--- src/rtl/tdfm_pkg.sv ---
package tdfm_pkg;

   // Store geometry
   localparam int TILE_CAPACITY = 2048;
   localparam int ROWS          = 8;
   localparam int ROW_W         = 64;
   localparam int PIX_W         = 8;
   localparam int PIX_PER_ROW   = ROW_W / PIX_W;
   localparam int IDX_W         = (TILE_CAPACITY > 1) ? $clog2(TILE_CAPACITY) : 1;
   localparam int CNT_W         = $clog2(TILE_CAPACITY + 1);

   // Field widths fixed by the interface
   localparam int LIMIT_W       = 12;
   localparam int TILE_INDEX_W  = 11;
   localparam logic [LIMIT_W-1:0] LIMIT_RESET = 12'd2048;

   // Compare variants, in priority order
   localparam int NUM_VARIANTS = 4;
   localparam int VAR_PLAIN    = 0;
   localparam int VAR_MX       = 1;
   localparam int VAR_MY       = 2;
   localparam int VAR_MXY      = 3;

   typedef logic [ROW_W-1:0] row_type;
   typedef logic [ROWS-1:0][ROW_W-1:0] rows_type;
   typedef logic [NUM_VARIANTS-1:0] flip_hits_type;

   typedef struct packed {
      row_type pixel_row_0;
      row_type pixel_row_1;
      row_type pixel_row_2;
      row_type pixel_row_3;
      row_type pixel_row_4;
      row_type pixel_row_5;
      row_type pixel_row_6;
      row_type pixel_row_7;
   } req_type;

   typedef struct packed {
      logic [TILE_INDEX_W-1:0] tile_index;
      logic                    mirror_x;
      logic                    mirror_y;
      logic                    newly_added;
      logic                    store_full;
   } rsp_type;

   typedef struct packed {
      logic hit;
      logic mirror_x;
      logic mirror_y;
   } merge_type;

   typedef enum logic [1:0] {
      ST_IDLE,
      ST_SCAN,
      ST_REPLY
   } state_type;

   // Reverse the pixel order of one row
   function automatic row_type mirror_row(input row_type v);
      row_type r;
      for (int k = 0; k < PIX_PER_ROW; k++) begin
         r[k*PIX_W +: PIX_W] = v[(PIX_PER_ROW-1-k)*PIX_W +: PIX_W];
      end
      return r;
   endfunction

endpackage

--- src/rtl/tdfm_merge.sv ---
module tdfm_merge (
   input  tdfm_pkg::flip_hits_type [tdfm_pkg::ROWS-1:0] lane_hits,
   output tdfm_pkg::merge_type                         merged
);
   import tdfm_pkg::*;

   flip_hits_type all_hits;

   // Combine lanes, then pick the first orientation that matched
   always_comb begin
      all_hits = '1;
      for (int y = 0; y < ROWS; y++) begin
         all_hits = all_hits & lane_hits[y];
      end
      merged = '0;
      if (all_hits[VAR_PLAIN]) begin
         merged.hit = 1'b1;
      end else if (all_hits[VAR_MX]) begin
         merged.hit      = 1'b1;
         merged.mirror_x = 1'b1;
      end else if (all_hits[VAR_MY]) begin
         merged.hit      = 1'b1;
         merged.mirror_y = 1'b1;
      end else if (all_hits[VAR_MXY]) begin
         merged.hit      = 1'b1;
         merged.mirror_x = 1'b1;
         merged.mirror_y = 1'b1;
      end
   end

endmodule

--- config.mk ---
export PLATFORM = sky130hd
export DESIGN_NAME = tdfm_merge
export DESIGN_NICKNAME = d
export VERILOG_FILES = /design/src/rtl/tdfm_pkg.sv /design/src/rtl/tdfm_merge.sv
export SDC_FILE = /design/constraint.sdc
export NUM_CORES = 1
export LEC_CHECK = 0
export BUFFER_PORTS_ARGS = -buffer_cell sky130_fd_sc_hd__buf_2
export CORE_AREA = 2 2 39 41
export DETAILED_ROUTE_END_ITERATION = 6
export DIE_AREA = 0 0 41 43
export PLACE_DENSITY = 0.43
export SYNTH_ARGS = -nofsm -noshare
export SYNTH_HDL_FRONTEND = slang
export SYNTH_SLANG_ARGS = --single-unit
--- constraint.sdc ---
create_clock -name vclk -period 1
set_input_delay 0.15 -clock vclk [all_inputs]
set_output_delay 0.15 -clock vclk [all_outputs]
set_load 0.005 [all_outputs]
# Yosys cells after proc, flatten, opt, wreduce, memory -nomap -nowiden
# Index checks and enable logic that the tools add are counted.
# op_classes
n_mux	8
bitwise_logic	7
# ops
operator	count
$and 4x4->4	7
$mux 1	5
$mux 2	2
$mux 3	1
# totals
ff_bits	0
input_bits	32
out_inout_bits	3

# Depth between registers and ports, before layout
# logic_depth
word_depth	11
mapped_depth	3
ltp_nobuf	3

# Worst setup path before layout
# OpenSTA, ideal clock, no wires.
# synth_timing
kind	input-to-output
start	input port lane_hits[30] (netlist name)
end	output port merged[0] (netlist name)
arrival_time_ns	0.686
required_ns	0.850
path_slack_ns	0.164
path_stages	3
path_buffers	0
cell_sequence	nand4_1 or2_1 a211oi_2
# synth_rtl
element	line	text
start, declared	tdfm_merge.sv:2	input tdfm_pkg::flip_hits_type [tdfm_pkg::ROWS-1:0] lane_hits,
end, declared	tdfm_merge.sv:3	output tdfm_pkg::merge_type merged

==> summary.md <==
| Metric | Value |
|---|---|
| Commonest non-fill, non-tap cell in the layout | buf_2 |
| Comb pwr share | between 90% and 100% |
| Peak VDD IR | 58.8 uV |
| Sw Ratio | between 20% and 30% |
| Sequential cells | 0 |
| Largest net degree at the start of global routing | 3 |
| Fraction of layout instances using a drive strength above 1 | between 70 and 80% |
| Worst Setup End Kind | output port |
| Fin util | 28.3% |
| DRT iter0 DRCs | 2 |
| Die Wd | 41 um |
| Total GRT Usage | under 10% |
| Clock buffer cells | 0 |
| Achievable Freq | just under 1000 MHz |
| Critical path's top delay family | buffers and inverters |
| Core Box Area | between 0.001 and 0.0015 sq mm |
| Sw Pwr | roughly 21 uW |
| Vias per cell | a little over 4 |
| Row count | 14 |
| Fin crit share | 104% |
| Reg power frac | 0% |
| Die area | 0.00176 sq mm |
| Slowest cell on the critical path | o211ai_1 |
| Post-synthesis cell type count | 9 |
| PortBufs | 35 |
| RePlAce Congestion | approximately 0.66 |
| Sequential share of the synthesized area | 0% |
| Crit path max fanout | 2 |
| Antenna viol nets, final | 0 |
| Cells along the critical path | buf_6 -> nand4_1 -> buf_4 -> o211ai_1 -> a21oi_1 -> buf_2 |
| Lkg Pwr | between 0.0002 and 0.00025 uW |
| Wire per inst | 8.62 um |
| Synth warnings | 0 |
| WP data arrival | just under 0.9 ns |
| Max_slew headroom | slightly below 90% |
| Hold WC Path Type | primary input to output port |
| Post-synthesis cell count | 18 |
| Ports | 35 |
| Outcome | finished with violations |
| Crit Path Class | primary input to output port |
| Mapped Area | ~120 sq um |
| Vias | ~290 |
| Power share of the clock group | 0% |
| Post-synth top area share | a little under two fifths |
| Setup repair bufs after CTS | 0 |
| Yosys top cell by area | nand4_1 |
| # DRC | 0 |
| Most frequent cells in the layout | buf_2, buf_6, nand4_1 |
| Final hold violation count | 0 |
| PwrDens | around 240 mW/mm^2 |
| Grt ovf | 0 |
| Synth Area per Inst | approximately 6.5 sq um |
| Post-layout net count | 89 |
| Vias in the first global route | slightly below 300 |
| Main area contributors after synthesis | nand4_1, and4_1, a211oi_2, or2_1, nor2_1 |
| First drt pass iteration count | 2 |
| Worst Tran Pin Value | slightly below 0.2 ns |
| Worst Path Buf+Inv | 3 |
| # Max-Cap Violations | 0 |
| Die Y | ~43 um |
| Syn-to-layout area delta | 237% |
| Final setup viols | 2 |
| Failing checks | negative setup slack |
| Post-synth net total | 50 |
| Tmin final | about 1.0 ns |
| First-pass GRT wire length | about 970 um |
| Worst Path Required | approximately 0.85 ns |
| Starting Density | under 10% |
| Initial antenna violation count | 0 |
| Number of hold buffers added after cts | 0 |
| Total power | around 95 uW |
| Register Area | 0 sq um |
| Total Routed Length | around 600 um |
| Max incr delay on CP | 0.20 ns |
| Ant. Diodes | 0 |
| Max-slew violation count | 0 |
| RSZ-0062 raised after global routing | yes |
| Power Internal | between 70 and 80 uW |
| Crit start category | primary input |
| Worst setup margin | -0.0372 ns |
==> routing by layer <==
layer  up-vias  part of all wire, %  GRT usage, %
met5         -                    0             0
met4         0                    0             0
met3         0                   12         0.524
met2        19                   50          15.3
met1       118                   38          7.59
li1        151                    -             -
==> area by class of cell <==
| cell class | instances | area (sq um) |
|---|---|---|
| repair buffers | 37 | 253 |
| well taps | 16 | 20.0 |
| fillers | 153 | 992 |
| multi-input cells | 18 | 119 |
==> per-stage QoR <==
stage	std cells	TNS (ns)	instance area (sq um)	worst slack, ns	hold slack [ns]
after floorplan	18	0	116	0.164	0.528
after global placement	71	-0.0885	327	-0.0602	0.744
after detailed placement	71	-0.0893	327	-0.0563	0.755
after CTS	71	-0.0613	367	-0.0475	0.757
after global routing	71	-0.210	392	-0.108	0.820
final	71	-0.0734	392	-0.0372	0.750
==> timing repair <==
item | CTS | global route
gates resized for setup | 7 | 4
pin swaps | 2 | 4
endpoints found under the setup margin | 3 | 3
==> cell families (layout without fill, tap and decap cells) <==
kind of cell    Yosys count  after routing  synth area share [%]
simple gates             15             15                  78.5
buf+inv                   0             37                     0
compound gates            3              3                  21.5
==> worst paths after layout <==
kind / from / slack (ns) / end / cells after the start
worst max-delay path: lane_hits[14] / -0.04 / merged[1] / 6
worst min-delay path: lane_hits[5] / 0.75 / merged[0] / 5
==> power by group through the flow <==
| stage | sequential, uW | combinational [uW] | clock [uW] |
|---|---|---|---|
| finish | 0 | 94.6 | 0 |
| global route | 0 | 104 | 0 |
| CTS | 0 | 86.0 | 0 |
| detailed placement | 0 | 71.2 | 0 |
| global placement | 0 | 70.1 | 0 |
| floorplan | 0 | 8.20 | 0 |
==> worst min-delay path, delay by kind of cell <==
family                 cells  cell delay [ns]
AND/OR/NAND/NOR            2             0.20
buffers and inverters      2             0.19
AO/OA/AOI/OAI              1             0.04
==> Yosys cell counts <==
master / instances
nand2_1: 1
a21oi_1: 1
and4_1: 2
or2_2: 1
or2_1: 2
nor2_1: 2
nand4_1: 7
a211oi_2: 1
o211ai_1: 1
No activity file was read; power rests on OpenSTA's default activity.
